<file path="src/sv/path_rule_wildcard_matcher_macros.svh">
// Assertion macros shared by the path rule matcher.
// No dependencies; included by the top level that carries the checks.
`ifndef PATH_RULE_WILDCARD_MATCHER_MACROS_SVH
`define PATH_RULE_WILDCARD_MATCHER_MACROS_SVH

// The consequent must hold in the same cycle as the antecedent.
`define PRWM_ASSERT_NOW(lbl, clk, rst_n, ante, cons) \
    lbl: assert property (@(posedge clk) disable iff (!rst_n) (ante) |-> (cons)) \
        else $error("path rule matcher check failed");

// The consequent must hold in the cycle after the antecedent.
`define PRWM_ASSERT_NEXT(lbl, clk, rst_n, ante, cons) \
    lbl: assert property (@(posedge clk) disable iff (!rst_n) (ante) |=> (cons)) \
        else $error("path rule matcher check failed");

`endif

</file>
<file path="src/sv/prwm_pkg.sv">
// Shared types and constants of the path rule matcher.
// No dependencies; used by every module of the block.
package prwm_pkg;

    localparam int MODE_W = 2;
    localparam int SLOT_W = 3;
    localparam int KIND_W = 2;
    localparam int LEN_W  = 6;
    localparam int POS_W  = 5;
    localparam int CHAR_W = 8;

    localparam int NUM_RULES_DEF = 8;
    localparam int PAT_LEN_DEF   = 32;

    localparam logic [MODE_W-1:0] MODE_HDR  = 2'd0;
    localparam logic [MODE_W-1:0] MODE_CHR  = 2'd1;
    localparam logic [MODE_W-1:0] MODE_PATH = 2'd2;
    localparam logic [MODE_W-1:0] MODE_END  = 2'd3;

    localparam logic [KIND_W-1:0] KIND_UNUSED   = 2'd0;
    localparam logic [KIND_W-1:0] KIND_ALLOW    = 2'd1;
    localparam logic [KIND_W-1:0] KIND_DISALLOW = 2'd2;

    localparam logic [CHAR_W-1:0] CH_DOLLAR = 8'h24;
    localparam logic [CHAR_W-1:0] CH_STAR   = 8'h2A;

    // Per-rule commands decoded from the item in the input register.
    typedef struct packed {
        logic hdr_we;
        logic chr_we;
        logic step;
        logic rearm;
    } rule_cmd_t;

    // Per-rule standing at end of path.
    typedef struct packed {
        logic             hit;
        logic             allow;
        logic [LEN_W-1:0] len;
    } rule_stat_t;

endpackage

</file>
<file path="src/sv/prwm_verdict.sv">
// Verdict logic: longest matching rule wins, Allow wins a tie.
// Depends on prwm_pkg.
module prwm_verdict
    import prwm_pkg::*;
#(
    parameter int NUM_RULES = NUM_RULES_DEF
)
(
    input  rule_stat_t       stat [NUM_RULES],
    output logic             forbidden,
    output logic             any_match,
    output logic [LEN_W-1:0] best_length
);

    logic [LEN_W-1:0] best;
    logic             found;
    logic             allow_at_best;

    always_comb
    begin
        best  = '0;
        found = 1'b0;
        for (int r = 0; r < NUM_RULES; r++)
        begin
            if (stat[r].hit && (stat[r].len > best))
            begin
                best = stat[r].len;
            end
            found = found | stat[r].hit;
        end
        allow_at_best = 1'b0;
        for (int r = 0; r < NUM_RULES; r++)
        begin
            if (stat[r].hit && stat[r].allow && (stat[r].len == best))
            begin
                allow_at_best = 1'b1;
            end
        end
    end

    // Active rules have nonzero length, so best is zero when nothing matched.
    assign forbidden   = found && !allow_at_best;
    assign any_match   = found;
    assign best_length = best;

endmodule

</file>
<file path="config.mk">
export PLATFORM = sky130hd
export DESIGN_NAME = prwm_verdict
export DESIGN_NICKNAME = d
export VERILOG_FILES = /design/src/sv/path_rule_wildcard_matcher_macros.svh /design/src/sv/prwm_pkg.sv /design/src/sv/prwm_verdict.sv
export SDC_FILE = /design/constraint.sdc
export NUM_CORES = 1
export LEC_CHECK = 0
export BUFFER_PORTS_ARGS = -buffer_cell sky130_fd_sc_hd__clkbuf_2
export CAP_MARGIN = 20
export CORE_AREA = 2 2 74 83
export DETAILED_ROUTE_END_ITERATION = 8
export DIE_AREA = 0 0 76 85
export GPL_ROUTABILITY_DRIVEN = 0
export PLACE_DENSITY = 0.84
export SETUP_SLACK_MARGIN = 0.2
export SLEW_MARGIN = 20
export SYNTH_ARGS = -nofsm -noshare
export SYNTH_HDL_FRONTEND = slang
export SYNTH_SLANG_ARGS = --single-unit
</file>
<file path="constraint.sdc">
create_clock -name vclk -period 32.9
set_input_delay 0 -clock vclk [all_inputs]
set_output_delay 0 -clock vclk [all_outputs]
set_load 0.005 [all_outputs]
</file>
==> results of run 1 <==
## through the flow
step                      cells  worst slack [ns]
final                       578             19.43
after global routing        578             18.43
after CTS                   578             19.58
after detailed placement    578             19.60
after global placement      578             20.06
after floorplan             454             21.47
## placed cells by master, fill, tap and decap left out, drive strengths merged, types with 4 or more instances in the layout
cell and instances:
xor2 19, xnor2 37, o2111ai 5, nor3 5, o41ai 4, and2 6
ha 27, nand4 6, a31oi 6, maj3 7, o21ai 24, clkbuf 72
o221ai 4, a21oi 18, nand3 16, nand2b 12, inv 43, nand2 41
or4 5, nor2b 5, a21o 6, mux2 14, and3 5, mux2i 25
o211ai 12, nor2 28, nor4 5
## layer usage
metal / GRT usage, % / up-vias / wire length, um
li1: - / 1751 / -
met1: 38.9 / 1659 / 4030
met2: 55.2 / 185 / 4610
met3: 2.66 / 24 / 804
met4: 7.93 / 0 / 235
met5: 0 / - / 0
## logic make-up after synthesis
logic type	after synthesis
simple gates	142
compound gates	115
buf+inv	68
xor+xnor	56
mux	39
fa+ha+maj	34
## worst max-delay path, delay by kind of cell
kind                       cells  cell delay (ns)
adders and majority gates      7             2.05
AOI/OAI and AO/OA             19             5.41
buffers and inverters          7             0.64
and+or+nand+nor               18             3.50
muxes                          6             1.84
## worst max-delay path by stage
stage / cells past startpoint / to / from / slack, ns
2_1_floorplan: 63 / forbidden / stat[63] / 21.47
3_3_place_gp: 55 / forbidden / stat[63] / 20.06
3_5_place_dp: 57 / forbidden / stat[63] / 19.60
4_1_cts: 57 / forbidden / stat[63] / 19.58
5_1_grt: 57 / forbidden / stat[63] / 18.43
6_report: 57 / forbidden / stat[63] / 19.43
## power groups by stage
stage	combinational [mW]	clock [mW]	sequential, mW
2_1_floorplan	0.119	0	0
3_3_place_gp	0.148	0	0
3_5_place_dp	0.152	0	0
4_1_cts	0.153	0	0
5_1_grt	0.172	0	0
6_report	0.155	0	0
## cell type report
| cell class | instances | area (um^2) |
|---|---|---|
| Tap cell | 77 | 96.3 |
| Inverter | 43 | 161 |
| Fill cell | 544 | 2040 |
| Multi-Input combinational cell | 386 | 2960 |
| Timing Repair Buffer | 72 | 360 |
==> impl_metrics.yaml, run 1 <==
worst_setup_path:
  timing.critical_path.arrival_ns: 13.47
  worst_path_largest_cell_delay_ns: 0.89
  cp.required_ns: 32.90
  critical_path.most_common_cell: "ha_1"
  worst_setup_path_end_kind: "primary output"
  path_class: "input pin to primary output"
  startpoint_type: "input pin"
  critical_path_peak_fanout: 36
  critical_path.slowest_cell: "o211a_1"
die:
  area_of_the_die_um2: 6460
  core_area_um2: 5620
  boundaryPins: 72
  number_of_core_rows: 29
  die_width_um: 76
  die_h_um: 85
  start_util_pct: 57.8
cells_and_area:
  nFlopsAndLatches: 0
  final_nets: 594
  stdcell_area_um2: 3580
  drive_above_1_share_pct: 20.4
  area.sequential_um2: 0
  insertedDiodeCount: 0
  finish.utilization_pct: 63.6
  area_growth_pct: 10.2
  clock_buffer_count: 0
place:
  number_of_buffers_inserted_by_port_buffering: 72
  placedInstanceArea_um2: 3580
  dp.final_hpwl_um: 8000
global_route:
  global_route.overflow_total: 0
  grt_start_max_net_pins: 37
  grt_first_pass_wirelength_um: 16700
  first_global_vias: 3560
  antenna_found_initial: 0
  globalRouteTotalUtil_pct: 30.4
timing:
  tightest_hold_margin_ns: 0.366
  post-route-min-period_ns: 13.47
  timing.final.setup_violations: 0
  slew_margin_rel_pct: 31.3
  grt_setup_unrepaired: "false"
  final_hold_viols: 0
  finalSetupTns_ns: 0
  timing.fmax_mhz: 74.2
  slew_viol_final: 0
  worstMarginPinSlew_ns: 1.03
  final_min_period_over_clock_period_pct: 41.0
logic_synthesis:
  postSynthCellCount: 454
  synthDominantAreaCellType: "ha_1"
  synth_fa_ha_area_share_pct: 12.6
  synth_fp_nets: 545
  avgSynthCellArea_um2: 7.16
  synth_compound_gate_area_share_pct: 28.2
  synth.top_cells.by_count: "43 x inv_1, 40 x nand2_1, 37 x xnor2_1"
  synthesis.yosys.warnings: 0
  synthMostInstantiatedCell: "inv_1"
  post_synth_instance_area_um2: 3250
  synth_area_leaders: "ha_1 10%, xnor2_1 10%, mux2i_1 6.8%, xor2_1 5.1%, inv_1 5.0%"
  yosys.area_share.xor_xnor_pct: 15.1
  synth_top_family_by_area: "compound AO/OA/AOI/OAI gates"
  synth_simple_gate_area_share_pct: 22.1
  synth.yosys.seq_area_share_pct: 0
  distinct_cell_type_count_of_the_synthesized_netlist: 74
  synth.area.mux_share_pct: 13.1
  synth_top_cell_area_share_pct: 10.4
pwr:
  report.power.total_mw: 0.155
  power.switching_fraction_pct: 58.2
  share_clk_of_total_power_pct: 0
  max-vdd-ir-drop_mv: 0.0443
  p_leak_nw: 1.68
  switchingPower_mw: 0.0905
  power-per-cell-area_nw_per_um2: 43.4
  power_report.internal_total_mw: 0.0650
  power_frac_comb_pct: 100.0
  pwr-share-seq_pct: 0
detailed_routing:
  drc: 0
  route.vias.total: 3619
  via_per_inst: 6.26
  first_pass_iters: 5
  drtIter0Drc: 290
  ant_nets: 0
  postRouteWirelength_um: 9690
  routedWlPerCell_um: 16.8
run:
  max_cap_viol_count: 0
clock_network:
  ctsResizeCount: 0
  postCtsSetupRepairBufs: 0
  hold_buffers: 0
run_status:
  outcome: "finished, final reports clean"
worst_hold_path:
  hp-class: "input pin to primary output"
  min_delay_worst_endpoint: "any_match"
  whs_path_depth: 4
  min-delay-start: "stat[7]"
Note: power is estimated with default switching activity, not from simulation.
==> run 2, diff against run 1 <==
Clock period 32.9 ns to 12.65 ns, I/O delays scaled along.
==> run 2 against run 1 <==
Non-clock buffer count increased by 22. Design area rose by 6.7%. Utilization is 4.3 points higher. Sequential share of layout area did not move. Global-route usage down 0.93 points. Via count up 4.0%. Cell count is 4.0% higher. Sequential cell count is the same. Clock-buffer cell count unchanged. Total power grew to 2.9 times the previous value. Die area stayed put. Largest power group unchanged.
==> impl_metrics.yaml, run 2 (synthesis results as in run 1) <==
timing:
  timing.final.setup_violations: 0
  finalSetupTns_ns: 0
  slew_margin_rel_pct: 44.7
  final_hold_viols: 0
  slew_viol_final: 0
  tightest_hold_margin_ns: 0.372
  final_min_period_over_clock_period_pct: 94.0
  postLayoutSetupSlackWorst_ns: 0.758
  grt_setup_unrepaired: "false"
  worstMarginPinSlew_ns: 0.827
  timing.fmax_mhz: 84.1
  post-route-min-period_ns: 11.89
cells_and_area:
  layout_common_cells: "72 x clkbuf_2, 43 x inv_1, 40 x nand2_1, 37 x xnor2_1"
  area.sequential_um2: 0
  multi_input_area_um2: 3040
  final.fill_count: 491
  final_nets: 617
  area_growth_pct: 17.6
  finish.utilization_pct: 67.9
  stdcell_area_um2: 3820
  insertedDiodeCount: 0
  fin_cells: 601
  nFlopsAndLatches: 0
  drive_above_1_share_pct: 25.2
  mostFrequentLayoutCell: "clkbuf_2"
  clock_buffer_count: 0
detailed_routing:
  postRouteWirelength_um: 10100
  drc: 0
  ant_nets: 0
  first_pass_iters: 5
  via_per_inst: 6.26
  route.vias.total: 3765
  drtIter0Drc: 310
  routedWlPerCell_um: 16.9
die:
  boundaryPins: 72
  die_h_um: 85
  die_width_um: 76
  core_area_um2: 5620
  number_of_core_rows: 29
  start_util_pct: 57.8
  area_of_the_die_um2: 6460
pwr:
  power.switching_fraction_pct: 56.3
  power_report.internal_total_mw: 0.195
  switchingPower_mw: 0.251
  report.power.total_mw: 0.445
  max-vdd-ir-drop_mv: 0.107
  power_frac_comb_pct: 100.0
  pwr-share-seq_pct: 0
  share_clk_of_total_power_pct: 0
  p_leak_nw: 1.79
  power-per-cell-area_nw_per_um2: 117
global_route:
  global_route.overflow_total: 0
  grt_start_max_net_pins: 22
  first_global_vias: 3441
  grt_first_pass_wirelength_um: 16200
  globalRouteTotalUtil_pct: 29.5
  antenna_found_initial: 0
worst_setup_path:
  critical_path.slowest_cell: "or4_1"
  critical_path.most_common_cell: "ha_1"
  cp.required_ns: 12.65
  timing.critical_path.arrival_ns: 11.89
  path_class: "input pin to primary output"
  startpoint: "stat[63]"
  startpoint_type: "input pin"
  worst_path_largest_cell_delay_ns: 0.50
  worst_setup_path_end_kind: "primary output"
  critical_path_peak_fanout: 21
place:
  dp_slack_ns: 0.0644
  dpl.cell_count: 583
  number_of_buffers_inserted_by_port_buffering: 72
  dp.final_hpwl_um: 8010
  placedInstanceArea_um2: 3620
run_status:
  outcome: "finished, final reports clean"
worst_hold_path:
  hp-class: "input pin to primary output"
  min-delay-start: "stat[7]"
run:
  max_cap_viol_count: 0
clock_network:
  hold_buffers: 0
## run 2: power by group through the flow
stage	Sequential (mW)	Clock [mW]	Combinational, mW
detailed placement	0	0	0.406
floorplan	0	0	0.311
CTS	0	0	0.409
global placement	0	0	0.395
finish	0	0	0.445
global route	0	0	0.487
## run 2: worst paths after layout
| path | endpoint | cells past startpoint |
|---|---|---|
| setup / recovery | forbidden | 62 |
| hold / removal | any_match | 4 |
## run 2: final cells by class
cell class / count / share of cell area (%)
inverters: 43 / 4.23
multi-input cells: 387 / 79.5
well taps: 77 / 2.52
repair buffers: 94 / 13.8
## run 2: metal layers
metal / up-vias / wire, um / track usage (%)
li1: 1801 / - / -
met1: 1729 / 4160 / 38.2
met2: 209 / 4970 / 53.1
met3: 26 / 771 / 2.13
met4: 0 / 233 / 8.10
met5: - / 0 / 0
## run 2: critical path, delay by kind of cell
family | cells | cell delay (ns)
and+or+nand+nor | 13 | 2.38
adders and majority gates | 7 | 1.90
buffers and inverters | 13 | 1.73
muxes | 4 | 1.04
AOI/OAI and AO/OA | 25 | 4.80
## run 2: timing repair
| item | in CTS | in global routing |
|---|---|---|
| pin swaps | 0 | 7 |
| setup buffers | 0 | 17 |
| gates resized for setup | 2 | 11 |
| endpoints found under the setup margin | 1 | 6 |
| gates cloned | 0 | 1 |
==> run 3, diff against run 2 <==
Clock period 12.65 ns to 14.71 ns, I/O delays scaled along.
==> run 3 against run 2 <==
Clock-buffer cell count unchanged. Sequential cell count unchanged. Sequential share of layout area unchanged. Global-route usage up 0.58 points. Worst hold slack worse by 0.0094 ns. Via count down 2.7%. Utilization down 4.3 points. Design area down 6.3%. Total power down 21%. Largest power group unchanged. Highest routed layer unchanged.
==> impl_metrics.yaml, run 3 (synthesis results as in run 1) <==
pwr:
  switchingPower_mw: 0.205
  share_clk_of_total_power_pct: 0
  power_frac_comb_pct: 100.0
  report.power.total_mw: 0.350
  max-vdd-ir-drop_mv: 0.118
  power.switching_fraction_pct: 58.5
  pwr-share-seq_pct: 0
  power_report.internal_total_mw: 0.145
  power-per-cell-area_nw_per_um2: 97.9
  p_leak_nw: 1.68
detailed_routing:
  route.vias.total: 3663
  first_pass_iters: 4
  drc: 0
  postRouteWirelength_um: 9740
  met1_length_um: 4150
  ant_nets: 0
  via_per_inst: 6.34
  drtIter0Drc: 262
  routed.top_layer: "met4"
  met3WireLength_um: 741
  wl_met2_um: 4550
  routedWlPerCell_um: 16.9
cells_and_area:
  final.fill_count: 493
  final_nets: 594
  finish.utilization_pct: 63.6
  clock_buffer_count: 0
  area.sequential_um2: 0
  fin_cells: 578
  drive_above_1_share_pct: 20.4
  insertedDiodeCount: 0
  nFlopsAndLatches: 0
  stdcell_area_um2: 3580
  mostFrequentLayoutCell: "clkbuf_2"
  multi_input_area_um2: 2960
  area_growth_pct: 10.2
  layout_common_cells: "72 x clkbuf_2, 43 x inv_1, 40 x nand2_1, 37 x xnor2_1"
die:
  core_area_um2: 5620
  die_width_um: 76
  boundaryPins: 72
  start_util_pct: 57.8
  die_h_um: 85
  number_of_core_rows: 29
  area_of_the_die_um2: 6460
worst_setup_path:
  worst_path_largest_cell_delay_ns: 0.88
  cpLargestDelayFamily: "compound AO/OA/AOI/OAI gates"
  cp.required_ns: 14.71
  critical_path.slowest_cell: "o211a_1"
  crit_buf_inv: 7
  critical_path_peak_fanout: 36
  startpoint_type: "input pin"
  path_class: "input pin to primary output"
  critical_path.most_common_cell: "ha_1"
  timing.critical_path.arrival_ns: 13.37
  worst_setup_path_end_kind: "primary output"
timing:
  grt_setup_unrepaired: "false"
  timing.final.setup_violations: 0
  final_min_period_over_clock_period_pct: 90.9
  postLayoutSetupSlackWorst_ns: 1.34
  post-route-min-period_ns: 13.37
  finalSetupTns_ns: 0
  slew_margin_rel_pct: 31.7
  final_hold_viols: 0
  slew_viol_final: 0
  tightest_hold_margin_ns: 0.362
  timing.fmax_mhz: 74.8
  worstMarginPinSlew_ns: 1.02
clock_network:
  hold_buffers: 0
  postCtsSetupRepairBufs: 0
  ctsResizeCount: 0
place:
  number_of_buffers_inserted_by_port_buffering: 72
  placedInstanceArea_um2: 3580
  dpl.cell_count: 578
  dp.final_hpwl_um: 7930
  dp_slack_ns: 1.56
global_route:
  global_route.overflow_total: 0
  grt_first_pass_wirelength_um: 16600
  globalRouteTotalUtil_pct: 30.1
  antenna_found_initial: 0
  first_global_vias: 3496
  grt_start_max_net_pins: 37
run:
  max_cap_viol_count: 0
run_status:
  outcome: "finished, final reports clean"
worst_hold_path:
  hp-class: "input pin to primary output"
==> run 3: layout make-up <==
type,count,area share (%)
Timing Repair Buffer,72,10.1
Inverter,43,4.51
Tap cell,77,2.69
Multi-Input combinational cell,386,82.7
==> run 3: worst paths after layout <==
| check | cells after the start | from | endpoint | slack (ns) |
|---|---|---|---|---|
| max | 57 | stat[63] | forbidden | 1.34 |
| min | 4 | stat[23] | any_match | 0.36 |
==> run 3: per-layer routing <==
metal  global-route usage [%]  vias to the layer above
met4                     7.60                        0
met1                     39.4                     1677
met5                        0                        -
met3                     2.34                       36
met2                     53.7                      195
li1                         -                     1755
==> run 3: power groups by stage <==
| stage | Sequential (mW) | Combinational, mW | Clock (mW) |
|---|---|---|---|
| global route | 0 | 0.383 | 0 |
| CTS | 0 | 0.344 | 0 |
| global placement | 0 | 0.333 | 0 |
| detailed placement | 0 | 0.342 | 0 |
| finish | 0 | 0.350 | 0 |
| floorplan | 0 | 0.267 | 0 |
